**src/cll_pkg.sv**
```systemverilog
`timescale 1ns / 1ps
// ----------------------------------------------------------------------------
// Cursor linked list package
// Sizes, request codes, pointer helpers and the command and status words
// shared by the controller and the datapath.
// ----------------------------------------------------------------------------
package cll_pkg;

  localparam int unsigned POOL_NODES = 64;
  localparam int unsigned IDX_W      = $clog2(POOL_NODES + 1);
  localparam int unsigned ADDR_W     = $clog2(POOL_NODES);
  localparam int unsigned DATA_W     = 32;
  localparam int unsigned TYPE_W     = 3;
  localparam int unsigned COUNT_W    = 7;

  typedef logic [IDX_W-1:0]  idx_t;
  typedef logic [ADDR_W-1:0] addr_t;

  localparam idx_t NIL_IDX = idx_t'(POOL_NODES);

  localparam logic [TYPE_W-1:0] REQ_INIT   = 3'd0;
  localparam logic [TYPE_W-1:0] REQ_INSERT = 3'd1;
  localparam logic [TYPE_W-1:0] REQ_APPEND = 3'd2;
  localparam logic [TYPE_W-1:0] REQ_DELETE = 3'd3;
  localparam logic [TYPE_W-1:0] REQ_HEAD   = 3'd4;
  localparam logic [TYPE_W-1:0] REQ_NEXT   = 3'd5;
  localparam logic [TYPE_W-1:0] REQ_QUERY  = 3'd6;

  typedef struct packed {
    logic accept;
    logic decode;
    logic clear;
    logic take;
    logic wr_node;
    logic commit;
    logic del;
    logic move;
    logic capture;
    logic load_out;
  } cmd_t;

  typedef struct packed {
    logic [TYPE_W-1:0] req;
    logic              err;
    logic              nx_node;
  } status_t;

  function automatic logic is_node(idx_t p);
    return p < idx_t'(POOL_NODES);
  endfunction

  function automatic addr_t addr_of(idx_t p);
    return p[ADDR_W-1:0];
  endfunction

endpackage

```
**src/cll_if.sv**
```systemverilog
`timescale 1ns / 1ps
// ----------------------------------------------------------------------------
// Cursor linked list channels
// Request and response handshake interfaces with valid, ready and payload.
// ----------------------------------------------------------------------------
interface cll_req_if;
  logic                                valid;
  logic                                ready;
  logic [cll_pkg::TYPE_W-1:0]          req_type;
  logic signed [cll_pkg::DATA_W-1:0]   value;

  modport source (output valid, output req_type, output value, input ready);
  modport sink   (input valid, input req_type, input value, output ready);
endinterface

interface cll_rsp_if;
  logic                                valid;
  logic                                ready;
  logic                                error;
  logic                                cursor_valid;
  logic signed [cll_pkg::DATA_W-1:0]   cursor_data;
  logic                                at_head;
  logic                                at_rear;
  logic [cll_pkg::COUNT_W-1:0]         node_count;

  modport source (output valid, output error, output cursor_valid, output cursor_data,
                  output at_head, output at_rear, output node_count, input ready);
  modport sink   (input valid, input error, input cursor_valid, input cursor_data,
                  input at_head, input at_rear, input node_count, output ready);
endinterface

```
**src/cll_dp.sv**
```systemverilog
`timescale 1ns / 1ps
// ----------------------------------------------------------------------------
// Cursor linked list datapath
// Node value and link memories, free node stack, list pointers, cursor node
// cache and the response register, all driven by controller commands.
// ----------------------------------------------------------------------------
module cll_dp (
  input  logic                              clk_i,
  input  logic                              rst_ni,
  input  cll_pkg::cmd_t                     cmd_i,
  output cll_pkg::status_t                  st_o,
  input  logic [cll_pkg::TYPE_W-1:0]        in_type_i,
  input  logic signed [cll_pkg::DATA_W-1:0] in_value_i,
  output logic                              error_o,
  output logic                              cursor_valid_o,
  output logic signed [cll_pkg::DATA_W-1:0] cursor_data_o,
  output logic                              at_head_o,
  output logic                              at_rear_o,
  output logic [cll_pkg::COUNT_W-1:0]       node_count_o
);

  logic signed [cll_pkg::DATA_W-1:0] val_mem  [cll_pkg::POOL_NODES];
  cll_pkg::idx_t                     link_mem [cll_pkg::POOL_NODES];
  cll_pkg::addr_t                    stk_mem  [cll_pkg::POOL_NODES];

  logic [cll_pkg::TYPE_W-1:0]        req_q;
  logic signed [cll_pkg::DATA_W-1:0] data_q;
  logic signed [cll_pkg::DATA_W-1:0] cval_q;
  cll_pkg::idx_t                     clink_q;
  logic signed [cll_pkg::DATA_W-1:0] val_rd_q;
  cll_pkg::idx_t                     link_rd_q;
  cll_pkg::addr_t                    stk_rd_q;
  cll_pkg::idx_t                     head_q, cur_q, prev_q, new_q;
  cll_pkg::idx_t                     count_q, fresh_q, sp_q;
  logic                              list_q, err_q;

  logic          err_c, full_c, cur_node_c, nx_node_c, cur_head_c, prev_node_c;
  logic          cvalid_c;
  logic          link_we;
  cll_pkg::idx_t link_addr, link_wdata, sp_dec;

  assign full_c      = count_q >= cll_pkg::idx_t'(cll_pkg::POOL_NODES);
  assign cur_node_c  = cll_pkg::is_node(cur_q);
  assign nx_node_c   = cll_pkg::is_node(clink_q);
  assign prev_node_c = cll_pkg::is_node(prev_q);
  assign cur_head_c  = cur_q == head_q;
  assign sp_dec      = sp_q - 1'b1;
  assign cvalid_c    = list_q && cur_node_c;

  always_comb begin
    case (req_q)
      cll_pkg::REQ_INIT:   err_c = 1'b0;
      cll_pkg::REQ_INSERT: err_c = !list_q || full_c;
      cll_pkg::REQ_APPEND: err_c = !list_q || !cur_node_c || full_c;
      cll_pkg::REQ_DELETE: err_c = !list_q || !cur_node_c || (cur_head_c && !nx_node_c);
      cll_pkg::REQ_HEAD:   err_c = !list_q;
      cll_pkg::REQ_NEXT:   err_c = !list_q || !cur_node_c || !nx_node_c;
      cll_pkg::REQ_QUERY:  err_c = !list_q;
      default:             err_c = 1'b1;
    endcase
  end

  assign st_o.req     = req_q;
  assign st_o.err     = err_c;
  assign st_o.nx_node = nx_node_c;

  always_comb begin
    link_we    = 1'b0;
    link_addr  = new_q;
    link_wdata = cll_pkg::NIL_IDX;
    if (cmd_i.wr_node) begin
      link_we = 1'b1;
      if (req_q == cll_pkg::REQ_INSERT) begin
        link_wdata = cur_q;
      end else if (req_q == cll_pkg::REQ_APPEND) begin
        link_wdata = clink_q;
      end
    end else if (cmd_i.commit) begin
      link_wdata = new_q;
      if (req_q == cll_pkg::REQ_APPEND) begin
        link_we   = 1'b1;
        link_addr = cur_q;
      end else if (req_q == cll_pkg::REQ_INSERT) begin
        link_we   = !cur_head_c && prev_node_c;
        link_addr = prev_q;
      end
    end else if (cmd_i.del) begin
      link_we    = !cur_head_c && prev_node_c;
      link_addr  = prev_q;
      link_wdata = clink_q;
    end
  end

  always_ff @(posedge clk_i) begin
    if (cmd_i.wr_node) begin
      val_mem[cll_pkg::addr_of(new_q)] <= data_q;
    end
    if (link_we) begin
      link_mem[cll_pkg::addr_of(link_addr)] <= link_wdata;
    end
    if (cmd_i.del) begin
      stk_mem[cll_pkg::addr_of(sp_q)] <= cll_pkg::addr_of(cur_q);
    end
    val_rd_q  <= val_mem[cll_pkg::addr_of(cur_q)];
    link_rd_q <= link_mem[cll_pkg::addr_of(cur_q)];
    stk_rd_q  <= stk_mem[cll_pkg::addr_of(sp_dec)];
  end

  always_ff @(posedge clk_i or negedge rst_ni) begin
    if (!rst_ni) begin
      head_q  <= cll_pkg::NIL_IDX;
      cur_q   <= cll_pkg::NIL_IDX;
      prev_q  <= cll_pkg::NIL_IDX;
      new_q   <= cll_pkg::NIL_IDX;
      count_q <= '0;
      fresh_q <= '0;
      sp_q    <= '0;
      list_q  <= 1'b0;
      err_q   <= 1'b0;
    end else begin
      if (cmd_i.decode) begin
        err_q <= err_c;
      end
      if (cmd_i.clear) begin
        count_q <= '0;
        fresh_q <= '0;
        sp_q    <= '0;
      end
      if (cmd_i.take) begin
        count_q <= count_q + 1'b1;
        if (sp_q != '0) begin
          new_q <= cll_pkg::idx_t'(stk_rd_q);
          sp_q  <= sp_dec;
        end else begin
          new_q   <= fresh_q;
          fresh_q <= fresh_q + 1'b1;
        end
      end
      if (cmd_i.commit) begin
        case (req_q)
          cll_pkg::REQ_INIT: begin
            head_q <= new_q;
            cur_q  <= new_q;
            prev_q <= cll_pkg::NIL_IDX;
            list_q <= 1'b1;
          end
          cll_pkg::REQ_INSERT: begin
            cur_q <= new_q;
            if (cur_head_c) begin
              head_q <= new_q;
            end
          end
          cll_pkg::REQ_APPEND: begin
            prev_q <= cur_q;
            cur_q  <= new_q;
          end
          default: ;
        endcase
      end
      if (cmd_i.del) begin
        if (cur_head_c) begin
          head_q <= clink_q;
        end
        cur_q   <= clink_q;
        sp_q    <= sp_q + 1'b1;
        count_q <= count_q - 1'b1;
      end
      if (cmd_i.move) begin
        if (req_q == cll_pkg::REQ_HEAD) begin
          cur_q  <= head_q;
          prev_q <= cll_pkg::NIL_IDX;
        end else begin
          prev_q <= cur_q;
          cur_q  <= clink_q;
        end
      end
    end
  end

  always_ff @(posedge clk_i) begin
    if (cmd_i.accept) begin
      req_q  <= in_type_i;
      data_q <= in_value_i;
    end
    if (cmd_i.commit) begin
      cval_q <= data_q;
      if (req_q == cll_pkg::REQ_INSERT) begin
        clink_q <= cur_q;
      end else if (req_q != cll_pkg::REQ_APPEND) begin
        clink_q <= cll_pkg::NIL_IDX;
      end
    end
    if (cmd_i.capture) begin
      cval_q  <= val_rd_q;
      clink_q <= link_rd_q;
    end
    if (cmd_i.load_out) begin
      error_o        <= err_q;
      cursor_valid_o <= cvalid_c;
      cursor_data_o  <= cvalid_c ? cval_q : '0;
      at_head_o      <= !prev_node_c;
      at_rear_o      <= !cvalid_c || !nx_node_c;
      node_count_o   <= cll_pkg::COUNT_W'(count_q);
    end
  end

endmodule

```
**src/cll_ctrl.sv**
```systemverilog
`timescale 1ns / 1ps
// ----------------------------------------------------------------------------
// Cursor linked list controller
// Sequences each request through decode, node allocation, memory writes,
// cursor reload and the response handshake.
// ----------------------------------------------------------------------------
module cll_ctrl (
  input  logic             clk_i,
  input  logic             rst_ni,
  input  logic             in_valid_i,
  output logic             in_ready_o,
  output logic             out_valid_o,
  input  logic             out_ready_i,
  input  cll_pkg::status_t st_i,
  output cll_pkg::cmd_t    cmd_o
);

  typedef enum logic [7:0] {
    ST_IDLE   = 8'b0000_0001,
    ST_DECODE = 8'b0000_0010,
    ST_TAKE   = 8'b0000_0100,
    ST_WNODE  = 8'b0000_1000,
    ST_COMMIT = 8'b0001_0000,
    ST_RD     = 8'b0010_0000,
    ST_CAP    = 8'b0100_0000,
    ST_FIN    = 8'b1000_0000
  } state_e;

  state_e state_q, state_d;
  logic   out_valid_q, out_valid_d;
  logic   out_free;

  assign out_free    = !out_valid_q || out_ready_i;
  assign in_ready_o  = state_q == ST_IDLE;
  assign out_valid_o = out_valid_q;

  always_comb begin
    state_d = state_q;
    cmd_o   = '0;
    case (state_q)
      ST_IDLE: begin
        cmd_o.accept = in_valid_i;
        if (in_valid_i) begin
          state_d = ST_DECODE;
        end
      end
      ST_DECODE: begin
        cmd_o.decode = 1'b1;
        if (st_i.err || st_i.req == cll_pkg::REQ_QUERY) begin
          state_d = ST_FIN;
        end else if (st_i.req == cll_pkg::REQ_INIT) begin
          cmd_o.clear = 1'b1;
          state_d     = ST_TAKE;
        end else if (st_i.req == cll_pkg::REQ_INSERT || st_i.req == cll_pkg::REQ_APPEND) begin
          state_d = ST_TAKE;
        end else if (st_i.req == cll_pkg::REQ_DELETE) begin
          cmd_o.del = 1'b1;
          state_d   = st_i.nx_node ? ST_RD : ST_FIN;
        end else begin
          cmd_o.move = 1'b1;
          state_d    = ST_RD;
        end
      end
      ST_TAKE: begin
        cmd_o.take = 1'b1;
        state_d    = ST_WNODE;
      end
      ST_WNODE: begin
        cmd_o.wr_node = 1'b1;
        state_d       = ST_COMMIT;
      end
      ST_COMMIT: begin
        cmd_o.commit = 1'b1;
        state_d      = ST_FIN;
      end
      ST_RD: begin
        state_d = ST_CAP;
      end
      ST_CAP: begin
        cmd_o.capture = 1'b1;
        state_d       = ST_FIN;
      end
      ST_FIN: begin
        if (out_free) begin
          cmd_o.load_out = 1'b1;
          state_d        = ST_IDLE;
        end
      end
      default: begin
        state_d = ST_IDLE;
      end
    endcase
  end

  always_comb begin
    out_valid_d = out_valid_q;
    if (cmd_o.load_out) begin
      out_valid_d = 1'b1;
    end else if (out_ready_i) begin
      out_valid_d = 1'b0;
    end
  end

  always_ff @(posedge clk_i or negedge rst_ni) begin
    if (!rst_ni) begin
      state_q     <= ST_IDLE;
      out_valid_q <= 1'b0;
    end else begin
      state_q     <= state_d;
      out_valid_q <= out_valid_d;
    end
  end

endmodule

```
**src/cursor_linked_list_engine.sv**
```systemverilog
`timescale 1ns / 1ps
// ----------------------------------------------------------------------------
// Cursor linked list engine
// Singly linked list of signed 32-bit values in a fixed node pool with head,
// cursor and previous pointers.
// ----------------------------------------------------------------------------
// Requests arrive on req_i as a word of req_type and value; every request
// yields exactly one response word on rsp_o with the error flag, the cursor
// state and the node count after the request.
// One request is worked on at a time. Query, refused requests and delete at
// the tail pass from decode straight to the response; delete, go head and
// go next add a registered memory read and a capture of the new cursor node;
// init, insert and append take a node, write it and then commit the pointers.
// The node memory write port and the registered cursor reload set these steps.
// A new request is accepted once the previous response is loaded,
// even while that response still waits on rsp_o.
// A stalled receiver holds the response stable; the engine then finishes
// the next request and waits until the response register is free.
// Reset leaves no list, so every request except init is refused. Freed nodes
// go on a free stack and untouched nodes are handed out by a fill count, so
// reset and init need no clearing pass over the memories.
// ----------------------------------------------------------------------------
module cursor_linked_list_engine (
  input  logic      clk_i,
  input  logic      rst_ni,
  cll_req_if.sink   req_i,
  cll_rsp_if.source rsp_o
);

  cll_pkg::cmd_t    cmd;
  cll_pkg::status_t st;

  cll_ctrl u_ctrl (
    .clk_i       (clk_i),
    .rst_ni      (rst_ni),
    .in_valid_i  (req_i.valid),
    .in_ready_o  (req_i.ready),
    .out_valid_o (rsp_o.valid),
    .out_ready_i (rsp_o.ready),
    .st_i        (st),
    .cmd_o       (cmd)
  );

  cll_dp u_dp (
    .clk_i          (clk_i),
    .rst_ni         (rst_ni),
    .cmd_i          (cmd),
    .st_o           (st),
    .in_type_i      (req_i.req_type),
    .in_value_i     (req_i.value),
    .error_o        (rsp_o.error),
    .cursor_valid_o (rsp_o.cursor_valid),
    .cursor_data_o  (rsp_o.cursor_data),
    .at_head_o      (rsp_o.at_head),
    .at_rear_o      (rsp_o.at_rear),
    .node_count_o   (rsp_o.node_count)
  );

endmodule

```
**src/flat_wrapper.sv**
```systemverilog
// flat-port wrapper written by rule: the top's interface ports become plain ports
module cursor_linked_list_engine_flat 
  (clk_i, rst_ni, req_i_valid, req_i_req_type, req_i_value, req_i_ready, rsp_o_valid, rsp_o_error, rsp_o_cursor_valid, rsp_o_cursor_data, rsp_o_at_head, rsp_o_at_rear, rsp_o_node_count, rsp_o_ready);
  cll_req_if req_i_i ();
  cll_rsp_if rsp_o_i ();
  input  logic clk_i;
  input  logic rst_ni;
  input wire logic [$bits(req_i_i.valid)-1:0] req_i_valid;
  input wire logic [$bits(req_i_i.req_type)-1:0] req_i_req_type;
  input wire logic [$bits(req_i_i.value)-1:0] req_i_value;
  output wire logic [$bits(req_i_i.ready)-1:0] req_i_ready;
  output wire logic [$bits(rsp_o_i.valid)-1:0] rsp_o_valid;
  output wire logic [$bits(rsp_o_i.error)-1:0] rsp_o_error;
  output wire logic [$bits(rsp_o_i.cursor_valid)-1:0] rsp_o_cursor_valid;
  output wire logic [$bits(rsp_o_i.cursor_data)-1:0] rsp_o_cursor_data;
  output wire logic [$bits(rsp_o_i.at_head)-1:0] rsp_o_at_head;
  output wire logic [$bits(rsp_o_i.at_rear)-1:0] rsp_o_at_rear;
  output wire logic [$bits(rsp_o_i.node_count)-1:0] rsp_o_node_count;
  input wire logic [$bits(rsp_o_i.ready)-1:0] rsp_o_ready;
  assign req_i_i.valid = req_i_valid;
  assign req_i_i.req_type = req_i_req_type;
  assign req_i_i.value = req_i_value;
  assign req_i_ready = req_i_i.ready;
  assign rsp_o_valid = rsp_o_i.valid;
  assign rsp_o_error = rsp_o_i.error;
  assign rsp_o_cursor_valid = rsp_o_i.cursor_valid;
  assign rsp_o_cursor_data = rsp_o_i.cursor_data;
  assign rsp_o_at_head = rsp_o_i.at_head;
  assign rsp_o_at_rear = rsp_o_i.at_rear;
  assign rsp_o_node_count = rsp_o_i.node_count;
  assign rsp_o_i.ready = rsp_o_ready;
  cursor_linked_list_engine u_core (.clk_i(clk_i), .rst_ni(rst_ni), .req_i(req_i_i), .rsp_o(rsp_o_i));
endmodule
```
**config.mk**
```make
export PLATFORM = sky130hd
export DESIGN_NAME = cursor_linked_list_engine_flat
export DESIGN_NICKNAME = d
export VERILOG_FILES = /design/src/cll_pkg.sv /design/src/cll_if.sv /design/src/cll_dp.sv /design/src/cll_ctrl.sv /design/src/cursor_linked_list_engine.sv /design/src/flat_wrapper.sv
export SDC_FILE = /design/constraint.sdc
export NUM_CORES = 2
export LEC_CHECK = 0
export ABC_AREA = 1
export ABC_CLOCK_PERIOD_IN_PS = 6750
export BUFFER_PORTS_ARGS = -buffer_cell sky130_fd_sc_hd__buf_2
export CELL_PAD_IN_SITES_DETAIL_PLACEMENT = 2
export CELL_PAD_IN_SITES_GLOBAL_PLACEMENT = 2
export CORE_ASPECT_RATIO = 0.5
export CORE_MARGIN = 2
export CORE_UTILIZATION = 43
export DETAILED_ROUTE_END_ITERATION = 8
export PLACE_DENSITY = 0.84
export SETUP_SLACK_MARGIN = 0.2
export SYNTH_ARGS = -nofsm -noshare
export SYNTH_HDL_FRONTEND = slang
export SYNTH_SLANG_ARGS = --single-unit
```
**constraint.sdc**
```tcl
create_clock -name clk_i -period 6.75 [get_ports clk_i]
set_clock_uncertainty 0.1 [all_clocks]
set_input_delay 1.35 -clock clk_i [delete_from_list [all_inputs] [get_ports clk_i]]
set_output_delay 1.35 -clock clk_i [all_outputs]
set_load 0.01 [all_outputs]
```
==> impl_metrics.tcl <==
set metrics [dict create \
    yosysWarnings 0 \
    gp_congestion 0.813 \
    power_density_mw_per_mm2 351 \
    hold_ws_ns 0.460 \
    vias 89300 \
    slowest_delay_ns 1.12 \
    core_area_mm2 0.283 \
    die_w_um 758 \
    post_cts_resized 0 \
    rows 138 \
    slew_headroom_pct 2.85 \
    p_total_w 0.0478 \
    ant_nets 0 \
    drc_errors 0 \
    ys_ff_latch 3102 \
    clock_latency_ns 0.90 \
    grt_start_max_net_pins 231 \
    clock_sinks 3102 \
    root_buffer "clkbuf_16" \
    h-tree-depth 5 \
    syn_inst 9256 \
    post_cts_buffers 0 \
    dr.pass1.iters 5 \
    wl_um 515000 \
    rsz0062_at_grt "no" \
    power_frac_clock_pct 35.7 \
    syn_to_final_growth_pct 11.4 \
    antenna_found_initial 15 \
    synthesis.nets 9300 \
    critPathLaunchType "flip-flop" \
    power.share.sequential_pct 46.9 \
    path_max_fanout 80 \
    critPathCaptureType "flip-flop" \
    drt_iter0_drc 12300 \
    overflow 0 \
    via_per_inst 6.77 \
    crit_chain "xnor2_1 -> nand2_1 -> nor2_1 -> nand3_1 -> nand2_2 -> nand2_2 -> nand4_4 -> clkinv_2 -> nand2_2 -> a21oi_4 -> nand4_4 -> nor2_1" \
    cts_tree "built" \
    ys_dominant_reg_cell "edfxtp_1" \
    switching_power_w 0.0149 \
    outcome "finished clean" \
    routedWlPerCell_um 39.1 \
    setup-violations-final 0 \
    fmax_mhz 195 \
    sw_frac_of_total_pct 31.3 \
    worst-slew-pin-transition_ns 1.45 \
    synth.distinct_cells 56 \
    synth_area_mm2 0.122 \
    die_h_um 381 \
    setup_slack_ns 1.62 \
    avgSynthCellArea_um2 13.2 \
    finalCriticalPeriod_ns 5.13 \
    ir_worst_vdd_v 0.000259 \
    grt_pass1_vias 95000 \
    hold_viol_final 0 \
    ios 84 \
    comb_power_share_pct 17.3 \
    die_area_mm2 0.289 \
    drv_slew 0 \
    cts_made_buffers 291 \
    hold_class "reg -> reg" \
    finalSetupTns_ns 0 \
    start_util_pct 43.2 \
    ctsHoldBuffers 0 \
    worstPathArrival_ns 5.54 \
    synth_edf_count 2997 \
    grt_first_pass_wirelength_um 728000 \
    p_leak_nw 44.1 \
    gr-usage-all-layers_pct 34.8 \
    intPower_w 0.0328 \
    final_util_pct 48.1 \
    required_ns 7.16 \
    postSynth.asyncResetShare_pct 1.93 \
    fin_crit_sh_pct 76.0 \
    dp_hpwl_um 270000 \
    pre_cts_ws_ns 1.96 \
    clkSlewWorstSetupHoldPaths_ns 0.07 \
    path_common_cell "nand2_2" \
    crit_type "reg -> reg" \
    io_buffers 83 \
    finalNetCount 9227 \
    drv_cap 0 \
    ys_seq_area_share_pct 75.6 \
    cp_slowest_cell "dfrtp_4" \
    clk_path_buf_depth 4 \
    drive_gt1_share_pct 9.02 \
]
cell usage in the layout, fill, tap and decap left out, types with 6 or more instances in the layout:
master and count:
nand3_4 6, a21oi_1 38, o31ai_1 10, nand2_1 181, clkbuf_16 304, nor2_4 69
clkinv_1 56, nor2_1 2091, dfrtp_4 7, clkbuf_1 80, buf_4 184, clkinv_2 38
o211ai_1 56, clkbuf_8 8, xnor2_1 8, nand3_2 6, edfxtp_1 2997, nand4_1 9
inv_1 111, dfrtp_1 48, buf_2 83, buf_12 20, o22ai_1 768, mux2i_1 53
inv_6 6, o221ai_1 65, nand4_4 7, xor2_1 13, inv_2 6, mux2_2 32
bufinv_16 14, nor3_1 15, o32ai_1 93, o21ai_0 1714, dfxtp_1 45, nand2_2 10
nand3_1 78
power groups by stage:
stage | registers, W | clock network, W | logic [W]
6_report | 0.0224 | 0.0171 | 0.00828
5_1_grt | 0.0224 | 0.0176 | 0.00864
4_1_cts | 0.0224 | 0.0171 | 0.00810
3_5_place_dp | 0.0228 | 0 | 0.00774
3_3_place_gp | 0.0228 | 0 | 0.00700
2_1_floorplan | 0.0229 | 0 | 0.00417
state kept, by name, indices dropped and copies added (netlist names), 7 cells and up:
register,flops
u_core.u_dp.prev_q,7
u_core.u_ctrl.state_q,8
u_core.u_dp.link_mem,448
u_core.u_dp.stk_mem,384
u_core.u_dp.val_mem,2048
u_core.u_dp.new_q,7
u_core.u_dp.node_count_o,7
u_core.u_dp.link_rd_q,7
u_core.u_dp.head_q,7
u_core.u_dp.data_q,32
u_core.u_dp.cur_q,7
u_core.u_dp.fresh_q,7
u_core.u_dp.count_q,7
u_core.u_dp.cval_q,32
u_core.u_dp.sp_q,7
u_core.u_dp.val_rd_q,32
u_core.u_dp.cursor_data_o,32
u_core.u_dp.clink_q,7
per-stage QoR:
step	cell area [um^2]	instances
after floorplan	122000	9256
after global placement	127000	12700
after detailed placement	127000	12700
after CTS	136000	13200
after global routing	136000	13200
final	136000	13200
per-layer routing:
layer,track usage [%],vias to the layer above,wire length (um)
li1,-,34400,-
met1,43.4,46900,189000
met2,58.2,6226,250000
met3,5.94,1691,44200
met4,18.8,8,32400
met5,0,-,58
critical path: cells and delay by family, from the launching register on:
family                 cells  cell delay [ns]
AND/OR/NAND/NOR            9             2.36
AO/OA/AOI/OAI              1             0.41
flip-flops                 1             1.12
buffers and inverters      1             0.44
XOR/XNOR                   1             0.28
worst paths after layout:
check	from	endpoint	slack (ns)	cells past startpoint
max in group asynchronous	rst_ni	u_core.u_dp.cur_q[0]$_DFFE_PN0P_	5.23	2
min in group asynchronous	rst_ni	u_core.u_ctrl.out_valid_o$_DFFE_PN0P_	0.58	2
max	u_core.u_dp.cur_q[4]$_DFFE_PN0P_	u_core.u_dp.link_mem[29][6]$_DFFE_PP_	1.62	12
min	u_core.u_dp.cur_q[6]$_DFFE_PN1P_	u_core.u_dp.cur_q[6]$_DFFE_PN1P_	0.46	2
max reg2reg	u_core.u_dp.cur_q[4]$_DFFE_PN0P_	u_core.u_dp.link_mem[29][6]$_DFFE_PP_	1.62	12
min reg2reg	u_core.u_dp.cur_q[6]$_DFFE_PN1P_	u_core.u_dp.cur_q[6]$_DFFE_PN1P_	0.46	2
area by class of cell:
| cell class | instances | area, um^2 |
|---|---|---|
| fillers | 26900 | 147000 |
| diodes | 5 | 12.5 |
| clock buffers | 392 | 8020 |
| inverters | 126 | 520 |
| multi-input cells | 5375 | 27300 |
| repair buffers | 287 | 2200 |
| flip-flops and latches | 3102 | 92400 |
| clock inverters | 116 | 903 |
| well taps | 3780 | 4730 |
cell families after synthesis:
| group | count (synthesis) | share of synthesized area, % |
|---|---|---|
| DFF | 3102 | 75.6 |
| AOI/OAI and AO/OA | 2764 | 12.8 |
| and+or+nand+nor | 2498 | 8.11 |
| buffers and inverters | 779 | 2.52 |
| muxes | 85 | 0.729 |
| xor gates and xnor gates | 23 | 0.165 |
| adders and majority gates | 5 | 0.0512 |
cells in the mapped netlist, types with 5 or more instances:
cell type,number,area [um^2]
nand4_4,7,149
o211ai_1,56,420
nand3_4,6,105
nand3_2,6,60.1
nand2_2,8,50.1
nor3_1,15,75.1
nand2_4,5,56.3
o22ai_1,768,4800
edfxtp_1,2997,90000
o221ai_1,65,569
xor2_1,15,131
inv_1,114,428
buf_2,83,415
nor2_2,5,31.3
nand4_1,9,56.3
clkbuf_1,541,2030
a21oi_1,38,190
o32ai_1,93,815
o31ai_1,10,75.1
nor2_1,2157,8100
xnor2_1,8,70.1
dfstp_2,5,131
dfxtp_1,45,901
mux2i_1,53,531
mux2_2,32,360
nand3_1,78,390
nand2_1,183,687
ha_1,5,62.6
dfrtp_1,55,1380
buf_1,24,90.1
o21ai_0,1715,8580
nand3b_1,5,37.5
inv_2,8,30.0
Power figures use the tool's default switching activity.
